### config.mk
export PLATFORM = sky130hd
export DESIGN_NAME = pgr_ctrl
export DESIGN_NICKNAME = d
export VERILOG_FILES = /design/src/pagerank_power_iteration_defines.svh /design/src/pgr_pkg.sv /design/src/pgr_ctrl.sv
export SDC_FILE = /design/constraint.sdc
export NUM_CORES = 1
export LEC_CHECK = 0
export ABC_AREA = 1
export ABC_CLOCK_PERIOD_IN_PS = 1500
export BUFFER_PORTS_ARGS = -buffer_cell sky130_fd_sc_hd__buf_4
export CAP_MARGIN = 20
export CORE_MARGIN = 2
export CORE_UTILIZATION = 30
export CTS_CLUSTER_SIZE = 20
export DETAILED_ROUTE_END_ITERATION = 16
export PLACE_DENSITY_LB_ADDON = 0.08
export SETUP_SLACK_MARGIN = 0.05
export SLEW_MARGIN = 25
export SYNTH_ARGS = -nofsm -noshare
export SYNTH_HDL_FRONTEND = slang
export SYNTH_SLANG_ARGS = --single-unit
### constraint.sdc
create_clock -name i_clk -period 1.5 [get_ports i_clk]
set_clock_uncertainty 0.2 [all_clocks]
set_input_delay 0.225 -clock i_clk [delete_from_list [all_inputs] [get_ports i_clk]]
set_output_delay 0.225 -clock i_clk [all_outputs]
set_load 0.02 [all_outputs]
### src/pagerank_power_iteration_defines.svh
// Assertion macros shared by the PageRank power-iteration RTL.
// Needs a clock named i_clk and an active-low reset named i_rst_n in scope.
`ifndef PAGERANK_POWER_ITERATION_DEFINES_SVH
`define PAGERANK_POWER_ITERATION_DEFINES_SVH

// Checked on every rising edge outside reset.
`define PGR_ASSERT(lbl, prop, msg) \
    lbl: assert property (@(posedge i_clk) disable iff (!i_rst_n) prop) else $error(msg);

// Checked on every rising edge, reset included.
`define PGR_ASSERT_ALWAYS(lbl, prop, msg) \
    lbl: assert property (@(posedge i_clk) prop) else $error(msg);

`endif

### src/pgr_pkg.sv
// Shared types and constants for the PageRank power-iteration block.
// No dependencies; used by the controller, the datapath and the top level.
package pgr_pkg;

    localparam int VW  = 6;   // vertex number width
    localparam int RW  = 24;  // rank and sum width, Q8.16
    localparam int DMW = 17;  // damping width, Q1.16
    localparam int VCW = 7;   // vertex count register width
    localparam int SCW = 8;   // sweep count register width
    localparam int NV  = 64;  // vertex capacity
    localparam int IN_W  = 16;
    localparam int OUT_W = 32;

    localparam logic [RW-1:0]  RANK_ONE  = 24'd65536;
    localparam logic [RW-1:0]  RANK_MAX  = 24'hFFFFFF;
    localparam logic [DMW-1:0] DAMP_ONE  = 17'd65536;
    localparam logic [VCW-1:0] NV_COUNT  = 7'd64;

    localparam logic [VCW-1:0] VCOUNT_RST = 7'd4;
    localparam logic [DMW-1:0] DAMP_RST   = 17'd32768;
    localparam logic [SCW-1:0] SWEEPS_RST = 8'd4;

    typedef enum logic [1:0] {
        OP_CLEAR = 2'd0,
        OP_ADD   = 2'd1,
        OP_RUN   = 2'd2,
        OP_READ  = 2'd3
    } t_op;

    typedef enum logic [1:0] {
        CFG_VCOUNT = 2'd0,
        CFG_DAMP   = 2'd1,
        CFG_SWEEPS = 2'd2
    } t_cfg_idx;

    localparam logic REPLY_RUN  = 1'b0;
    localparam logic REPLY_RANK = 1'b1;

    // Commands from the controller to the datapath.
    typedef struct packed {
        logic clear;
        logic edge_wr;
        logic drop;
        logic deg_wr;
        logic rank_rd;
        logic sweep_load;
        logic sweep_dec;
        logic sweep_init;
        logic e_fetch;
        logic e_dec;
        logic div_start;
        logic e_acc;
        logic v_init;
        logic v_rd;
        logic v_mul;
        logic v_wr;
        logic out_rd;
        logic out_run;
    } t_cmd;

    // Status from the datapath to the controller.
    typedef struct packed {
        logic edge_ok;
        logic sweeps_zero;
        logic sweeps_last;
        logic edges_done;
        logic verts_done;
        logic skip;
        logic div_done;
        logic out_free;
    } t_sts;

endpackage

### src/pgr_ctrl.sv
// Controller state machine: input handshake and sequencing of loads, reads and sweeps.
// Depends on pgr_pkg for the command and status structs.
module pgr_ctrl (
    input  logic          i_clk,
    input  logic          i_rst_n,
    input  logic          i_in_valid,
    input  logic [1:0]    i_op,
    input  pgr_pkg::t_sts i_sts,
    output logic          o_in_ready,
    output pgr_pkg::t_cmd o_cmd
);

    typedef enum logic [13:0] {
        S_IDLE    = 14'b00000000000001,
        S_DEG_WR  = 14'b00000000000010,
        S_RD_WAIT = 14'b00000000000100,
        S_SW_INIT = 14'b00000000001000,
        S_E_FETCH = 14'b00000000010000,
        S_E_DEC   = 14'b00000000100000,
        S_E_CHK   = 14'b00000001000000,
        S_E_DIV   = 14'b00000010000000,
        S_E_ACC   = 14'b00000100000000,
        S_V_RD    = 14'b00001000000000,
        S_V_MUL   = 14'b00010000000000,
        S_V_WR    = 14'b00100000000000,
        S_SW_END  = 14'b01000000000000,
        S_FINISH  = 14'b10000000000000
    } t_state;

    t_state r_state, n_state;
    logic   accept;

    assign o_in_ready = (r_state == S_IDLE);
    assign accept     = i_in_valid && o_in_ready;

    // Next state and command decode.
    always_comb begin
        n_state = r_state;
        o_cmd   = '0;
        unique case (r_state)
            S_IDLE: begin
                if (accept) begin
                    unique case (pgr_pkg::t_op'(i_op))
                        pgr_pkg::OP_CLEAR: o_cmd.clear = 1'b1;
                        pgr_pkg::OP_ADD: begin
                            if (i_sts.edge_ok) begin
                                o_cmd.edge_wr = 1'b1;
                                n_state = S_DEG_WR;
                            end else begin
                                o_cmd.drop = 1'b1;
                            end
                        end
                        pgr_pkg::OP_RUN: begin
                            o_cmd.sweep_load = 1'b1;
                            n_state = i_sts.sweeps_zero ? S_FINISH : S_SW_INIT;
                        end
                        pgr_pkg::OP_READ: begin
                            o_cmd.rank_rd = 1'b1;
                            n_state = S_RD_WAIT;
                        end
                        default: n_state = S_IDLE;
                    endcase
                end
            end
            S_DEG_WR: begin
                o_cmd.deg_wr = 1'b1;
                n_state = S_IDLE;
            end
            S_RD_WAIT: begin
                if (i_sts.out_free) begin
                    o_cmd.out_rd = 1'b1;
                    n_state = S_IDLE;
                end
            end
            S_SW_INIT: begin
                o_cmd.sweep_init = 1'b1;
                n_state = S_E_FETCH;
            end
            S_E_FETCH: begin
                if (i_sts.edges_done) begin
                    o_cmd.v_init = 1'b1;
                    n_state = S_V_RD;
                end else begin
                    o_cmd.e_fetch = 1'b1;
                    n_state = S_E_DEC;
                end
            end
            S_E_DEC: begin
                o_cmd.e_dec = 1'b1;
                n_state = S_E_CHK;
            end
            S_E_CHK: begin
                if (i_sts.skip) begin
                    n_state = S_E_FETCH;
                end else begin
                    o_cmd.div_start = 1'b1;
                    n_state = S_E_DIV;
                end
            end
            S_E_DIV: begin
                if (i_sts.div_done) begin
                    n_state = S_E_ACC;
                end
            end
            S_E_ACC: begin
                o_cmd.e_acc = 1'b1;
                n_state = S_E_FETCH;
            end
            S_V_RD: begin
                if (i_sts.verts_done) begin
                    n_state = S_SW_END;
                end else begin
                    o_cmd.v_rd = 1'b1;
                    n_state = S_V_MUL;
                end
            end
            S_V_MUL: begin
                o_cmd.v_mul = 1'b1;
                n_state = S_V_WR;
            end
            S_V_WR: begin
                o_cmd.v_wr = 1'b1;
                n_state = S_V_RD;
            end
            S_SW_END: begin
                if (i_sts.sweeps_last) begin
                    n_state = S_FINISH;
                end else begin
                    o_cmd.sweep_dec = 1'b1;
                    n_state = S_SW_INIT;
                end
            end
            S_FINISH: begin
                if (i_sts.out_free) begin
                    o_cmd.out_run = 1'b1;
                    n_state = S_IDLE;
                end
            end
            default: n_state = S_IDLE;
        endcase
    end

    always_ff @(posedge i_clk) begin
        if (!i_rst_n) begin
            r_state <= S_IDLE;
        end else begin
            r_state <= n_state;
        end
    end

endmodule

Word-level counts from Yosys, hierarchy flattened --
Cells that the tools add are included. Widths: inputs -> output; s select.
Operators by class: reductions and logical operators 5, eq/ne operators 22, multiplexer cells 40
Operators with widths (number):
- $pmux 14 s11 | 1
- $mux 14 | 6
- $pmux 14 s3 | 1
- $mux 1 | 24
- $eq 14x1->1 const B | 1
- $eq 14x10->1 const B | 1
- $eq 14x11->1 const B | 1
- $eq 14x12->1 const B | 1
- $eq 14x13->1 const B | 1
- $eq 14x14->1 const B | 1
- $eq 14x2->1 const B | 1
- $eq 14x3->1 const B | 1
- $eq 14x4->1 const B | 1
- $eq 14x5->1 const B | 1
- $eq 14x6->1 const B | 1
- $eq 14x7->1 const B | 1
- $eq 14x8->1 const B | 1
- $eq 14x9->1 const B | 1
- $mux 13 | 1
- $mux 10 | 1
- $mux 8 | 1
- $mux 2 | 3
- $mux 3 | 2
- $reduce_and 5->1 | 1
- 9 further kinds | 12
Storage, ports and cells: flip-flop bits (word level) 14, output and inout bits 19, word-level logic and storage cells 68, input port bits 13

Longest topological paths before layout --
word-level depth 4, mapped depth 11, mapped depth without buffers 11

Worst setup path before layout --
No wires, ideal clock.
path type flip-flop to output port, from register r_state[8], to output port o_cmd[13] (netlist name), setup slack -440 ps, stages on the path, launching flop included 8, data required time 1075 ps, data arrival time 1515 ps, path buffers 0, cells stage by stage dfxtp_1 -> nor2_2 -> nand2_2 -> nor2_8 -> nand2_2 -> inv_2 -> nand2_2 -> nor3_1
RTL lines:
- from (decl) | RTL line pgr_ctrl.sv:30 | t_state r_state, n_state;
- from (signal assigned) | RTL line pgr_ctrl.sv:147 | r_state <= n_state;
- to (decl) | RTL line pgr_ctrl.sv:10 | output pgr_pkg::t_cmd o_cmd

==> results.json <==
{
  "io_pins": 32,
  "grt_first_pass_wirelength_mm": 6.02,
  "clock_latency_ns": 0.25,
  "worstMarginPinSlew_ns": 0.299,
  "r2r_end": "r_state[2]$_SDFFE_PN0P_",
  "finalMaxSlewViolations": 0,
  "hpwl_mm": 2.67,
  "ys_types": 26,
  "drive_gt1_frac": 0.709,
  "antenna_cells": 0,
  "grt_overflow": 0,
  "netlist_instances": 180,
  "cp_max_fo": 7,
  "firstDrtPassIters": 4,
  "antenna_found_initial": 0,
  "antenna_left": 0,
  "worst_setup_path_start_kind": "flip-flop",
  "cts_buffer_depth": 2,
  "required_ns": 1.07,
  "finalPower_mw": 3.53,
  "fin_setup_tns_ns": -10.12,
  "syn_to_final_growth_pct": 118,
  "vias": 1440,
  "wl_per_cell_um": 11.9,
  "fin_nets": 289,
  "maxCapViolCount": 0,
  "n_fill_cell": 309,
  "max_slew_margin": 0.799,
  "top_regs": "r_state (14)",
  "regArea_um2": 298,
  "cts_sinks": 14,
  "grtUsageMet1": 0.208,
  "ys_ff_latch": 14,
  "crit_end": "o_cmd[11]",
  "hold_depth": 2,
  "routabilityCongestion": 0.806,
  "dieArea_mm2": 0.00418,
  "initial_core_util": 0.306,
  "drc": 0,
  "wirelength_mm": 3.85,
  "yosysWarnings": 0,
  "hold_viol_final": 0,
  "port-buffer-count": 31,
  "cts_buffers": 3,
  "regToRegSetupSlack_ns": -0.27,
  "syn_area_mm2": 0.00110,
  "violations": "setup timing",
  "tritoncts": "yes",
  "multiInputGateArea_mm2": 0.00103,
  "fmax_mhz": 509,
  "finalSetupViolations": 33,
  "grt_start_max_net_pins": 13,
  "end_kind": "output pin",
  "clkTransAtPathRegs_ns": 0.06,
  "hp-class": "primary input to flip-flop",
  "hold_buffers": 0,
  "cp.arrival_ns": 1.54,
  "r2r_start": "r_state[0]$_SDFFE_PN1P_",
  "peakVddDrop_uv": 1120,
  "vias_per_cell": 4.46,
  "grt.met2_usage": 0.353,
  "setup_ws_ns": -0.464,
  "p_leak_nw": 1.22,
  "fin_crit_ns": 1.96,
  "synth_area_per_cell_um2": 6.13,
  "core_area_mm2": 0.00361,
  "fin_area_mm2": 0.00241,
  "top_register": "r_state",
  "grt_usage": 0.181,
  "largest_reg_flops": 14,
  "rsz0062_at_grt": "true",
  "dpl_cell_area_mm2": 0.00177,
  "fp.dieW_um": 64.7,
  "rows": 22,
  "reg2regPathDepth": 11,
  "grt_pass1_vias": 1422,
  "use_met3": 0.0139,
  "drt_iter0_drc": 69,
  "chipHeight_um": 64.7,
  "path_class": "flip-flop to output pin",
  "busiest_layer": "met2",
  "crit_start": "r_state[0]$_SDFFE_PN1P_",
  "p_per_area_mw_per_mm2": 1460,
  "outcome": "complete, but fails checks",
  "yosysSeqAreaShare": 0.254,
  "fin_crit_sh": 1.31,
  "h-tree-depth": 1,
  "clockRootBuffer": "clkbuf_8",
  "synthesis.nets": 193
}
[cell usage in the layout, fill, tap and decap left out, types with 2 or more instances in the layout]
master / netlist / routed
nand2_4: 4 / 13
nor2_2: 5 / 8
nor3_4: 0 / 2
nand3_2: 1 / 8
clkbuf_8: 0 / 4
buf_12: 0 / 2
nor3_2: 0 / 2
nand2_8: 0 / 3
inv_1: 30 / 23
buf_4: 1 / 62
nor2_1: 41 / 20
inv_2: 4 / 9
nor2_4: 4 / 22
buf_6: 0 / 29
nand3_1: 18 / 11
dfxtp_2: 0 / 14
nand2_1: 33 / 19
nand2_2: 7 / 9
[worst min-delay path by stage]
stage	startpoint	end	slack, ns
after global placement	i_sts[3]	r_state[10]$_SDFFE_PN0P_	0.30
after floorplan	i_rst_n	r_state[3]$_SDFFE_PN0P_	0.18
after CTS	i_sts[3]	r_state[10]$_SDFFE_PN0P_	0.02
after detailed placement	i_sts[3]	r_state[10]$_SDFFE_PN0P_	0.31
final	i_sts[3]	r_state[12]$_SDFFE_PN0P_	0.06
after global routing	i_sts[3]	r_state[12]$_SDFFE_PN0P_	0.07
[critical path: stages, from the launching register on]
cell     delay, ns
dfxtp_2       0.33
buf_4         0.13
nor2_4        0.12
nand2_4       0.10
nor2_4        0.13
buf_12        0.16
nand2_2       0.08
nor2_4        0.11
buf_6         0.13
[synthesized netlist by cell type, drive strengths merged]
cell type / number / area (um^2)
a21oi: 2 / 21.3
buf: 2 / 11.3
dfxtp: 14 / 280
inv: 34 / 128
nand2: 44 / 213
nand3: 20 / 118
nand3b: 1 / 7.51
nor2: 51 / 250
nor3: 5 / 25.0
nor3b: 1 / 7.51
nor4: 1 / 12.5
o21ai: 2 / 10.0
o21bai: 1 / 7.51
or2: 2 / 12.5
[area by class of cell]
class	count	share of cell area
multi-input cells	130	0.427
repair buffers	93	0.345
flip-flops and latches	14	0.124
clock buffers	4	0.0228
inverters	34	0.0561
well taps	48	0.0249
[cells by family after synthesis]
logic type	after synthesis	synth area share
flops	14	0.254
buf+inv	36	0.126
simple gates	125	0.585
compound gates	5	0.0351
[routing by layer]
metal / wire length, um / share of wire / up-vias
li1: - / - / 737
met1: 1550 / 0.40 / 667
met2: 2150 / 0.56 / 32
met3: 112 / 0.029 / 4
met4: 45 / 0.012 / 0
met5: 0 / 0 / -
[repair_timing]
action                                  CTS  global route
endpoints found under the setup margin   33            33
pin swaps                                21            20
gates resized for setup                  51            53
setup buffers                            11            18
hold endpoints to repair                  0             0
[metrics by stage]
stage,setup WS [ns],instances,hold WS (ns),util
after floorplan,-0.259,180,0.177,-
after global placement,-0.212,290,0.303,0.490
after detailed placement,-0.230,290,0.307,0.490
after CTS,-0.418,305,0.0213,0.579
after global routing,-0.526,323,0.0749,0.668
final,-0.464,323,0.0558,0.668
[where the power goes]
group          total, mW  internal (mW)  switching (mW)
Sequential         0.509          0.444          0.0653
Clock              0.382          0.233           0.149
Combinational       2.64           1.27            1.36
Total               3.53           1.95            1.58
Note: power is estimated with default switching activity, not from simulation.
